$ cat config.mk
export PLATFORM = sky130hd
export DESIGN_NAME = brh_sqrt
export DESIGN_NICKNAME = d
export VERILOG_FILES = /design/src/brh_sqrt.sv
export SDC_FILE = /design/constraint.sdc
export NUM_CORES = 1
export LEC_CHECK = 0
export BUFFER_PORTS_ARGS = -buffer_cell sky130_fd_sc_hd__buf_2
export CORE_MARGIN = 1
export CORE_UTILIZATION = 48
export DETAILED_ROUTE_END_ITERATION = 8
export PLACE_DENSITY = 0.71
export SKIP_LAST_GASP = 1
export SLEW_MARGIN = 10
export SYNTH_ARGS = -nofsm -noshare
export SYNTH_HDL_FRONTEND = slang
export SYNTH_SLANG_ARGS = --single-unit
$ cat constraint.sdc
create_clock -name clk -period 2.6 [get_ports clk]
set_clock_uncertainty 0.15 [all_clocks]
set_input_delay 0.26 -clock clk [delete_from_list [all_inputs] [get_ports clk]]
set_output_delay 0.26 -clock clk [all_outputs]
set_load 0.01 [all_outputs]
$ cat src/brh_sqrt.sv
`default_nettype none
module brh_sqrt #(
	parameter int SQW = 52
) (
	input  wire logic               clk,
	input  wire logic               arst_n,
	input  wire logic               start,
	input  wire logic [SQW-1:0]     radicand,
	output logic                    done,
	output logic [SQW/2:0]          root
);
	localparam int RW  = SQW / 2;
	localparam int RMW = RW + 2;
	localparam int CW  = $clog2(RW + 1);

	logic [SQW-1:0] rad_q;
	logic [RMW-1:0] rem_q;
	logic [RW-1:0]  root_q;
	logic [CW-1:0]  cnt_q;
	logic           busy_q;
	logic           done_q;

	logic [RMW+1:0] rem_next;
	logic [RMW+1:0] trial;
	logic           fits;

	assign rem_next = {rem_q, rad_q[SQW-1 -: 2]};
	assign trial    = (RMW + 2)'({root_q, 2'b01});
	assign fits     = rem_next >= trial;

	always_ff @(posedge clk or negedge arst_n) begin
		if (!arst_n) begin
			busy_q <= 1'b0;
			done_q <= 1'b0;
			cnt_q  <= '0;
		end else begin
			done_q <= 1'b0;
			if (start) begin
				busy_q <= 1'b1;
				cnt_q  <= '0;
			end else if (busy_q) begin
				cnt_q <= cnt_q + 1'b1;
				if (cnt_q == CW'(RW - 1)) begin
					busy_q <= 1'b0;
					done_q <= 1'b1;
				end
			end
		end
	end

	// one result bit per cycle, two radicand bits brought down
	always_ff @(posedge clk) begin
		if (start) begin
			rad_q  <= radicand;
			rem_q  <= '0;
			root_q <= '0;
		end else if (busy_q) begin
			rad_q  <= rad_q << 2;
			root_q <= {root_q[RW-2:0], fits};
			rem_q  <= fits ? RMW'(rem_next - trial) : RMW'(rem_next);
		end
	end

	// round to nearest: up when remainder exceeds floor root
	assign done = done_q;
	assign root = (rem_q > RMW'(root_q)) ? ((RW + 1)'(root_q) + 1'b1) : (RW + 1)'(root_q);

endmodule
`default_nettype wire

==> results.toml <==
[worst_setup_path]
worst_setup_path_end_kind = "output port"
cp_slowest_cell = "ha_1"
cp_common_cell = "nand4_1"
crit_fanout = 6
cp_cell_sequence = "inv_1, ha_1, nand4_1, inv_2, nand2_1, a32o_2, a21oi_4, buf_6, nand4_1, xnor2_2, buf_2"
reg2reg_depth = 13
path_buf_inv = 4
cp_num_cells = 11
start_kind = "flip-flop"
cpLargestDelayFamily = "buffers and inverters"
critPathMaxStageDelay_ns = 0.36
critPathKind = "flip-flop to output port"
required_ns = 2.19
cp.arrival_ns = 2.78

[timing]
final.setup.worst_slack_ns = -0.588
fmax_mhz = 314
rsz0062_at_grt = "true"
slew_headroom = 0.0898
finalHoldViolations = 0
fin_crit_sh = 1.23
setup_violations = 56
worst_slew_pin_slew_ns = 1.36
period_minus_slack_ns = 3.19
slew_viol_final = 0

[detailed_routing]
ant_nets = 0
dr_total_vias = 6625
wl_mm = 22.3
drc_errors = 0
drt-initial-drc-count = 473
wl_per_cell_um = 18.9
viasPerCell = 5.63
first_pass_iters = 4

[synth]
netlist_area_um2 = 6790
synthTopCellsByCount = "81 x nor2_1, 54 x dfxtp_1, 52 x edfxtp_1, 51 x mux2_2, 48 x inv_1"
synth_top_area_frac = 0.230
ys_seq_area_frac = 0.415
synthArstFlopShare = 0.0619
netlist_instances = 700
syn_area_per_cell_um2 = 9.70
ys.flop_type = "dfxtp_1"
synth_seq_cells = 113
yosys_warnings = 0
synth.distinct_cells = 62
syn-num-nets = 787
synth_edf_count = 52
yosys.area.top_type = "edfxtp_1"
synthTopCellsByArea = "edfxtp_1 23%, dfxtp_1 16%, mux2_2 8.5%"
yosysMostFrequentCell = "nor2_1"

[hold_path]
holdPathStages = 2
min_path_type = "input pin to flip-flop"

[floorplanning]
ios = 83
num_rows = 43
start_util = 0.491
fp.dieH_um = 121
die_area_um2 = 14600
core_um2 = 13800
die_w_um = 121

[global_routing]
grt_pass1_wl_mm = 34.2
grt_max_degree = 69
grt_antenna_before_repair = 0
grt_usage = 0.306
grt_overflow = 0
first_global_vias = 6905

[cts]
cts_root_buffer = "clkbuf_16"
cts_buffer_depth = 2
clk_latency_ns = 0.42
clock-sinks = 113
htreeDepth = 4
numCtsBuffers = 17
cts_tree = "done"
cts.clk_slew.worst_paths_ns = 0.06

[pwr]
power.leakage_nw = 4.80
seqPwrFrac = 0.180
pwr-share-comb = 0.642
p_int_w = 0.00800
pwr-share-clk = 0.178
ir_drop_mv = 0.658
switchingPower_w = 0.00514
switching_share = 0.391
p_per_area_nw_per_um2 = 1230

[layout]
antenna_cells = 0
drive_gt1_frac = 0.498
nNetsFinal = 1071
area_delta_synth_final_pct = 57.6
stdcell_count = 1177
final_util = 0.774
fillers = 800

[placement]
dp_cells = 1059
port_buffers = 82
hpwl_mm = 13.0
pre_cts_slack_ns = -0.243
gp_congestion = 0.967

[status]
failed_checks = "setup timing"
status = "finished with violations"

[job]
cap_violations = 0
[cell type report]
cell class	count	area [µm²]	area share
multi-input cells	500	4500	0.421
flip-flops and latches	113	2850	0.266
repair buffers	303	2350	0.220
clock buffers	19	433	0.0405
well taps	180	225	0.0210
inverters	49	184	0.0172
clock inverters	13	154	0.0144
[layout by cell type (no fill, tap or decap), types with 12 or more instances in the layout]
cell | Yosys | final
nand4_1 | 28 | 28
inv_1 | 48 | 34
nor2_1 | 81 | 74
edfxtp_1 | 52 | 52
mux2_2 | 51 | 51
o21ai_0 | 27 | 12
nand2_1 | 32 | 24
buf_6 | 1 | 13
buf_4 | 2 | 151
a21oi_1 | 41 | 23
dfxtp_2 | 0 | 13
mux2i_1 | 29 | 26
buf_2 | 10 | 81
clkbuf_16 | 0 | 17
a211oi_1 | 20 | 14
xnor2_1 | 40 | 22
dlygate4sd3_1 | 0 | 48
dfxtp_1 | 54 | 37
a21oi_2 | 2 | 16
xnor2_2 | 0 | 18
inv_2 | 1 | 15
ha_4 | 0 | 23
[metrics by stage]
step	power (W)	instance area [µm²]	setup TNS (ns)	hold slack [ns]
6_report	0.0131	10700	-17.34	0.0146
5_1_grt	0.0138	10700	-24.40	0.00716
4_1_cts	0.0124	10500	-20.81	0.00239
3_5_place_dp	0.00794	8650	-7.98	-0.0375
3_3_place_gp	0.00786	8650	-5.43	-0.0373
2_1_floorplan	0.00607	7190	0	-0.186
[cells by family (layout without fill, tap and decap cells)]
logic type / after synthesis / in the layout / synth area share
adders and majority gates: 32 / 32 / 0.0590
buffers and inverters: 87 / 384 / 0.0521
DFF: 113 / 113 / 0.415
xor gates and xnor gates: 52 / 52 / 0.0671
and+or+nand+nor: 190 / 190 / 0.137
muxes: 80 / 80 / 0.127
AOI/OAI and AO/OA: 146 / 146 / 0.143
[registers in the layout, indices dropped and copies added (netlist names)]
signal  flops
rad_q      52
rem_q      28
root_q     26
cnt_q       5
busy_q      1
done        1
[worst paths after layout]
path / startpoint / end / slack (ns)
max: root_q[24] / root[25] / -0.59
min: radicand[10] / rad_q[10] / 0.01
max reg2reg: root_q[9] / rem_q[27] / -0.31
min reg2reg: rem_q[26] / rem_q[26] / 0.38
max in group asynchronous: arst_n / busy_q / 2.04
min in group asynchronous: arst_n / cnt_q[1] / 0.06
[power by group through the flow]
stage | Sequential, W | Combinational [W] | Clock, W
global placement | 0.00234 | 0.00552 | 0
CTS | 0.00234 | 0.00768 | 0.00236
finish | 0.00236 | 0.00843 | 0.00234
global route | 0.00238 | 0.00896 | 0.00244
detailed placement | 0.00235 | 0.00559 | 0
floorplan | 0.00233 | 0.00374 | 0
[per-layer routing]
metal,vias to the layer above,wire length [µm],track usage
met5,-,0,0
met4,0,987,0.143
met3,70,1050,0.0611
met2,232,11300,0.544
met1,3233,8940,0.350
li1,3090,-,-
[timing repair]
action	in CTS	in global routing
cloned	5	0
setup buffers	27	15
hold endpoints to repair	53	1
endpoints found under the setup margin	56	56
pin swaps	67	39
gates resized for setup	116	59
hold buffers	47	1
No activity file was read; power rests on OpenSTA's default activity.
