==> config.mk <==
export PLATFORM = sky130hd
export DESIGN_NAME = brh_cordic
export DESIGN_NICKNAME = d
export VERILOG_FILES = /design/src/brh_pkg.sv /design/src/brh_cordic.sv
export SDC_FILE = /design/constraint.sdc
export NUM_CORES = 1
export LEC_CHECK = 0
export ABC_AREA = 1
export BUFFER_PORTS_ARGS = -buffer_cell sky130_fd_sc_hd__buf_2
export CORE_AREA = 2 2 242 244
export DETAILED_ROUTE_END_ITERATION = 10
export DIE_AREA = 0 0 244 246
export MAX_ROUTING_LAYER = met4
export PLACE_DENSITY = 0.65
export SYNTH_ARGS = -nofsm -noshare
export SYNTH_HDL_FRONTEND = slang
export SYNTH_SLANG_ARGS = --single-unit
export TNS_END_PERCENT = 50
==> constraint.sdc <==
create_clock -name clk -period 6.24 [get_ports clk]
set_clock_uncertainty 0.1 [all_clocks]
set_input_delay 0.624 -clock clk [delete_from_list [all_inputs] [get_ports clk]]
set_output_delay 0.624 -clock clk [all_outputs]
set_load 0.1 [all_outputs]
==> src/brh_pkg.sv <==
`default_nettype none
package brh_pkg;

	localparam int CAT_COUNT = 5;
	localparam int CNT_W     = 32;
	localparam int LEN_W     = 48;
	localparam int KIND_W    = 3;
	localparam int SIDX_W    = 5;
	localparam int CAT_AW    = 3;
	localparam int ATAN_IW   = 5;
	localparam int ATAN_N    = 24;

	localparam logic [CNT_W-1:0] CNT_MAX = {CNT_W{1'b1}};
	localparam logic [LEN_W-1:0] LEN_MAX = {LEN_W{1'b1}};

	// category slots, emitted kind is slot + 1
	localparam logic [CAT_AW-1:0] CAT_NORMAL = 3'd0;
	localparam logic [CAT_AW-1:0] CAT_HORZ   = 3'd1;
	localparam logic [CAT_AW-1:0] CAT_SURF   = 3'd2;
	localparam logic [CAT_AW-1:0] CAT_DUP    = 3'd3;
	localparam logic [CAT_AW-1:0] CAT_SPLAY  = 3'd4;

	localparam logic [KIND_W-1:0] KIND_SECTOR = 3'd0;

	// atan(2^-i) in 2^-32 turns
	localparam logic [31:0] ATAN_TURN [ATAN_N] = '{
		32'h20000000, 32'h12E4051E, 32'h09FB385B, 32'h051111D4, 32'h028B0D43,
		32'h0145D7E1, 32'h00A2F61E, 32'h00517C55, 32'h0028BE53, 32'h00145F2F,
		32'h000A2F98, 32'h000517CC, 32'h00028BE6, 32'h000145F3, 32'h0000A2FA,
		32'h0000517D, 32'h000028BE, 32'h0000145F, 32'h00000A30, 32'h00000518,
		32'h0000028C, 32'h00000146, 32'h000000A3, 32'h00000051
	};

endpackage
`default_nettype wire

==> src/brh_cordic.sv <==
`default_nettype none
module brh_cordic #(
	parameter int DW = 25,
	parameter int AB = 16,
	parameter int PRESCALE = 34
) (
	input  wire logic                 clk,
	input  wire logic                 arst_n,
	input  wire logic                 start,
	input  wire logic signed [DW-1:0] east,
	input  wire logic signed [DW-1:0] north,
	output logic                      done,
	output logic [AB-1:0]             bearing
);
	localparam int CW = 64;
	localparam logic [31:0] RND = 32'd1 << (31 - AB);

	logic signed [CW-1:0] x_q, y_q;
	logic [AB-1:0]        acc_q;
	logic [brh_pkg::ATAN_IW-1:0] i_q;
	logic                 busy_q, done_q;

	logic signed [CW-1:0] x0, y0, xs, ys;
	logic [31:0]          stepw;
	logic [AB-1:0]        step;

	assign x0 = CW'(north) <<< PRESCALE;
	assign y0 = CW'(east) <<< PRESCALE;
	assign xs = x_q >>> i_q;
	assign ys = y_q >>> i_q;
	assign stepw = (brh_pkg::ATAN_TURN[i_q] + RND) >> (32 - AB);
	assign step  = stepw[AB-1:0];

	always_ff @(posedge clk or negedge arst_n) begin
		if (!arst_n) begin
			busy_q <= 1'b0;
			done_q <= 1'b0;
			i_q    <= '0;
		end else begin
			done_q <= 1'b0;
			if (start) begin
				busy_q <= 1'b1;
				i_q    <= '0;
			end else if (busy_q) begin
				i_q <= i_q + 1'b1;
				if (i_q == brh_pkg::ATAN_IW'(AB - 1)) begin
					busy_q <= 1'b0;
					done_q <= 1'b1;
				end
			end
		end
	end

	// southern half folded over, angle starts at half a turn
	always_ff @(posedge clk) begin
		if (start) begin
			x_q   <= x0[CW-1] ? -x0 : x0;
			y_q   <= x0[CW-1] ? -y0 : y0;
			acc_q <= x0[CW-1] ? AB'(1 << (AB - 1)) : '0;
		end else if (busy_q) begin
			if (!y_q[CW-1]) begin
				x_q   <= x_q + ys;
				y_q   <= y_q - xs;
				acc_q <= acc_q + step;
			end else begin
				x_q   <= x_q - ys;
				y_q   <= y_q + xs;
				acc_q <= acc_q - step;
			end
		end
	end

	assign done    = done_q;
	assign bearing = acc_q;

endmodule
`default_nettype wire

==> results_dict.tcl, run 1 <==
set metrics [dict create \
    path_common_cell "sky130_fd_sc_hd__nor2_1" \
    port-buffer-count 69 \
    place_hpwl_mm 98.2 \
    worst-slew-pin-transition_ns 1.00 \
    route.detailed.wl_per_inst_um 20.7 \
    drive_above_1_share_pct 6.53 \
    criticalPathCategory "register to register" \
    timing.setup.tns_ns 0 \
    cp_slowest_cell "sky130_fd_sc_hd__dfrtp_4" \
    hold_class "input pin to register" \
    grt_remaining_overflow 0 \
    post-synth-top-count-cell "sky130_fd_sc_hd__nand2_1" \
    grt_antenna_before_repair 5 \
    routed-via-count 34700 \
    die-width_um 244 \
    path_buf_inv 7 \
    synth_largest_area_cell "sky130_fd_sc_hd__nand2_1" \
    synthesis.instances 5040 \
    critical_path_required_ns 6.38 \
    initial_core_util_pct 49.5 \
    synth_edf_count 144 \
    crit_path_max_incr_delay_ns 0.50 \
    drt-vias-per-instance 6.00 \
    crit_fanout 53 \
    synth_area_um2 28400 \
    run_status "complete, no violations" \
    grt_use_met2_pct 58.5 \
    synth-async-reset-ratio_pct 4.64 \
    rrSetupSlack_ns 0.33 \
    postSynthRegisterBits 151 \
    postRouteWirelength_mm 120 \
    fin_nets 5223 \
    start_kind "register" \
    setup_bufs_post_cts 0 \
    drt_first_pass_iters 6 \
    synth_top_cells_by_area "sky130_fd_sc_hd__nand2_1 19%, sky130_fd_sc_hd__edfxtp_1 15%, sky130_fd_sc_hd__nand3_1 15%" \
    global_route.usage.total_pct 40.2 \
    setup_viol 0 \
    cts_htree_levels 4 \
    initialDrtViolationCount 4718 \
    number_of_global_route_vias_before_repair 30300 \
    timing.final.crit_share_pct 94.7 \
    final_max_slew_viol_count 0 \
    post-route-worst-setup-slack_ns 0.331 \
    slew_headroom_pct 33.0 \
    worstPathArrival_ns 6.05 \
    warnings_synthesis 0 \
    top_achievable_clock_speed_mhz 169 \
    post-place-ws_ns 0.0949 \
    cp-end-kind "register" \
    grt_setup_unrepaired "no" \
    cts_tree "yes" \
    drc 0 \
    netlist_top_cells_count "1410 x sky130_fd_sc_hd__nand2_1, 832 x sky130_fd_sc_hd__nand3_1, 572 x sky130_fd_sc_hd__nor2_1" \
    placeableCoreArea_um2 57400 \
    worstSkewPairLatency_ns 0.52 \
    die_h_um 246 \
    yosysSeqAreaShare_pct 15.9 \
    ant_nets 0 \
    use_met1_pct 55.5 \
    grt_max_degree 112 \
    final_hold_viol_count 0 \
    max_cap_violations 0 \
    postSynth.topFlopCell "sky130_fd_sc_hd__edfxtp_1" \
    gp_congestion 1.07 \
    clk_pin_slew_worst_paths_ns 0.09 \
    synth_cell_types 58 \
    final_period_minus_worst_setup_slack_ns 5.91 \
    floorplan.die_area_um2 60000 \
    clock_root_buffer "sky130_fd_sc_hd__clkbuf_16" \
    cts_buffers 17 \
    busiest_layer "met2" \
    grt_pass1_wl_mm 180 \
    clock_sink_count 151 \
    rows 88 \
    synth_top_area_share_pct 18.6 \
    path_delay_family "simple AND/OR/NAND/NOR gates" \
    globalRouteMet3Util_pct 8.16 \
    ioPinCount 70 \
    area_delta_synth_final_pct 6.12 \
    clockBufferDepth 2 \
    avgSynthCellArea_um2 5.63 \
    syn_nets 5256 \
]
## layout by cell type, fill, tap and decap left out, drive strengths merged, types with 9 or more instances in the layout
master	synthesis	layout
ha	160	160
nand3b	11	11
o21ai	335	335
nor3	55	55
a21o	15	15
o21a	37	37
o21bai	20	20
nand2	1440	1440
a31oi	38	38
nand4	54	54
inv	497	501
buf	133	136
or2	9	9
and2	9	9
o211ai	24	24
nor2	610	610
a21oi	362	362
edfxtp	144	144
clkinv	1	11
nand3	842	842
xor2	91	91
clkbuf	56	17
a21boi	9	9
xnor2	27	27
## stage by stage
step	utilization (%)	std cells	area, um^2	hold WS (ns)
3_5_place_dp	51.4	5752	29500	0.373
2_1_floorplan	-	5040	28400	0.228
4_1_cts	52.4	5785	30100	0.326
5_1_grt	52.5	5791	30100	0.346
3_3_place_gp	51.4	5752	29500	0.374
6_report	52.5	5791	30100	0.338
## routing by layer
metal  vias up  wire [um]
li1      16900          -
met1     15800      52600
met2      1812      50400
met3       208      12800
met4         0       4280
met5         -          0
## worst register-to-register path: cells and delay by family (launching register included)
family / cells / cell delay (ns)
fa+ha+maj: 1 / 0.38
flops: 1 / 0.50
simple gates: 15 / 2.84
xor+xnor: 1 / 0.14
compound gates: 4 / 0.61
buf+inv: 7 / 1.04
## timing repair
| action | CTS | global route |
|---|---|---|
| setup endpoints to repair | 0 | 9 |
| hold buffers | 1 | 0 |
| resized for setup | 0 | 13 |
| endpoints found under the hold margin | 7 | 0 |
## layout make-up
type	count	area (um^2)
Antenna cell	6	15.0
Clock buffer	17	425
Sequential cell	151	4510
Clock inverter	15	155
Tap cell	765	957
Inverter	498	1880
Fill cell	6290	27200
Multi-Input combinational cell	4202	21100
Timing Repair Buffer	137	1060
## registers in the layout (all words and copies together), names as in the netlist
name	cells
y_q	64
busy_q	1
bearing	16
done	1
x_q	64
i_q	5
## cell families after synthesis
| logic type | share of synthesized area [%] |
|---|---|
| and+or+nand+nor | 46.2 |
| adders and majority gates | 7.27 |
| buffers and inverters | 9.91 |
| AOI/OAI and AO/OA | 17.2 |
| xor gates and xnor gates | 3.64 |
| DFF | 15.9 |
## path summary, 6_finish.rpt
| check | startpoint | to | cells after the start |
|---|---|---|---|
| worst max register to register | i_q[1] | y_q[49] | 28 |
| worst min-delay path | north[23] | x_q[58] | 2 |
| min in group asynchronous | arst_n | i_q[0] | 2 |
| worst max-delay path | i_q[1] | y_q[49] | 28 |
| max in group asynchronous | arst_n | i_q[2] | 2 |
| worst min register to register | busy_q | done | 2 |
Power of run 1 is left out: the tool's default activity adds up to more than one toggle a clock period on the data nets, which glitch-free logic cannot reach.
==> inputs of run 2 (changes only) <==
--- a/config.mk
+++ b/config.mk
@@ -6,12 +6,11 @@
 export NUM_CORES = 1
 export LEC_CHECK = 0
 export ABC_AREA = 1
-export BUFFER_PORTS_ARGS = -buffer_cell sky130_fd_sc_hd__buf_2
 export CORE_AREA = 2 2 242 244
 export DETAILED_ROUTE_END_ITERATION = 10
 export DIE_AREA = 0 0 244 246
+export DONT_BUFFER_PORTS = 1
 export MAX_ROUTING_LAYER = met4
-export PLACE_DENSITY = 0.65
 export SYNTH_ARGS = -nofsm -noshare
 export SYNTH_HDL_FRONTEND = slang
 export SYNTH_SLANG_ARGS = --single-unit
==> run 2 against run 1 <==
Critical path depth down 1; worst setup slack lost 0.15 ns; clock-buffer cell count grew 1; routed wire length grew 1.9%; sequential share of layout area grew 0.081 points; fmax is 2.5% lower; first-iteration DRC count fell by 8.1%; utilization is 0.28 points lower; cell count fell by 0.79%.
==> results_dict.tcl, run 2 (same netlist as run 1, synthesis figures left out) <==
set metrics [dict create \
    run_status "complete, no violations" \
    worstPathArrival_ns 6.20 \
    clock_root_buffer "sky130_fd_sc_hd__clkbuf_16" \
    timing.final.crit_share_pct 97.1 \
    slew_headroom_pct 32.3 \
    top_achievable_clock_speed_mhz 165 \
    timing.setup.tns_ns 0 \
    final_cell_mix "1409 x sky130_fd_sc_hd__nand2_1, 832 x sky130_fd_sc_hd__nand3_1, 571 x sky130_fd_sc_hd__nor2_1" \
    initialDrtViolationCount 4338 \
    final_max_slew_viol_count 0 \
    final_hold_viol_count 0 \
    number_of_global_route_vias_before_repair 30600 \
    die-width_um 244 \
    placeableCoreArea_um2 57400 \
    worst-slew-pin-transition_ns 1.02 \
    drc 0 \
    critical_path_required_ns 6.38 \
    final_common_cell "sky130_fd_sc_hd__nand2_1" \
    area_delta_synth_final_pct 5.56 \
    initial_core_util_pct 49.5 \
    cts_tree "yes" \
    max_cap_violations 0 \
    cts_buffers 17 \
    setup_viol 0 \
    drt_first_pass_iters 7 \
    postRouteWirelength_mm 122 \
    grt_setup_unrepaired "no" \
    final-instance-count-excl-fill 5745 \
    final_period_minus_worst_setup_slack_ns 6.06 \
    clock_sink_count 151 \
    ioPinCount 70 \
    grt_max_degree 112 \
    cts_htree_levels 4 \
    worstSkewPairLatency_ns 0.51 \
    hold_class "input pin to register" \
    port-buffer-count 0 \
    crit_fanout 41 \
    clk_pin_slew_worst_paths_ns 0.07 \
    start_kind "register" \
    grt_antenna_before_repair 1 \
    global_route.usage.total_pct 41.1 \
    grt_pass1_wl_mm 184 \
    gp_congestion 1.07 \
    rows 88 \
    drive_above_1_share_pct 5.66 \
    route.detailed.wl_per_inst_um 21.3 \
    fin_nets 5182 \
    die_h_um 246 \
    routed-via-count 34400 \
    placedCellCount 5710 \
    drt-vias-per-instance 5.98 \
    floorplan.die_area_um2 60000 \
    criticalPathCategory "register to register" \
    place_hpwl_mm 99.9 \
    ant_nets 0 \
    cp-end-kind "register" \
    grt_remaining_overflow 0 \
    clockBufferDepth 2 \
]
[run 2: per-stage QoR]
step / util [%] / setup slack, ns / hold slack, ns / instance area, um^2
2_1_floorplan: - / 1.53 / 0.228 / 28400
3_5_place_dp: 51.1 / 0.210 / 0.229 / 29300
6_report: 52.2 / 0.179 / 0.159 / 30000
5_1_grt: 52.2 / 0.0197 / 0.134 / 30000
4_1_cts: 52.1 / 0.149 / 0.125 / 29900
3_3_place_gp: 51.1 / 0.0699 / 0.229 / 29300
[run 2: final timing paths]
kind,start,end,slack [ns],cells past startpoint
setup / recovery,i_q[1],y_q[49],0.18,27
hold / removal,start,i_q[4],0.16,1
hold reg to reg,i_q[4],i_q[4],0.54,2
setup reg to reg,i_q[1],y_q[49],0.18,27
max in group asynchronous,arst_n,i_q[2],5.35,1
min in group asynchronous,arst_n,i_q[0],0.38,1
[run 2: worst max-delay path, stage by stage, from the launching register on]
cell and delay, ns:
sky130_fd_sc_hd__dfrtp_4 0.61, sky130_fd_sc_hd__clkinv_2 0.08, sky130_fd_sc_hd__buf_4 0.25, sky130_fd_sc_hd__buf_16 0.25, sky130_fd_sc_hd__nand3_1 0.14, sky130_fd_sc_hd__nand3_1 0.16, sky130_fd_sc_hd__nand3_1 0.16, sky130_fd_sc_hd__nand2_1 0.18
sky130_fd_sc_hd__nand2_1 0.07, sky130_fd_sc_hd__o21ai_1 0.20, sky130_fd_sc_hd__nand2_1 0.17, sky130_fd_sc_hd__nor2_1 0.23, sky130_fd_sc_hd__nand2_1 0.13, sky130_fd_sc_hd__nor2_4 0.22, sky130_fd_sc_hd__nand2_1 0.08, sky130_fd_sc_hd__nor2_1 0.12
sky130_fd_sc_hd__nor2_1 0.10, sky130_fd_sc_hd__xor2_1 0.19, sky130_fd_sc_hd__ha_1 0.46, sky130_fd_sc_hd__nand2_1 0.14, sky130_fd_sc_hd__nor2_1 0.14, sky130_fd_sc_hd__inv_1 0.08, sky130_fd_sc_hd__nor2_1 0.15, sky130_fd_sc_hd__inv_1 0.10
sky130_fd_sc_hd__o311ai_0 0.83, sky130_fd_sc_hd__a21oi_1 0.12, sky130_fd_sc_hd__o21ai_0 0.17, sky130_fd_sc_hd__o21ai_0 0.14
[run 2: layout make-up]
type / instances / area, um^2
inverter: 498 / 1880
sequential: 151 / 4510
multi-input combinational: 4202 / 21100
fill: 6326 / 27400
antenna: 1 / 2.50
clock inverter: 14 / 165
clock buffer: 18 / 429
tap: 765 / 957
timing repair buffer: 96 / 915
[run 2: what timing repair did]
item                       in CTS  in global routing
hold buffers                    1                  0
buffers inserted                0                  0
gates resized for setup         0                  9
setup endpoints to repair       0                  8
hold endpoints to repair        7                  0
[run 2: routing by layer]
metal | part of all wire (%) | global-route usage, % | vias up
met5 | 0 | - | -
met4 | 3.3 | 12.5 | 0
li1 | - | - | 16800
met2 | 42 | 60.8 | 1793
met3 | 11 | 8.16 | 196
met1 | 44 | 56.3 | 15600
Power of run 2 is left out for the same reason.
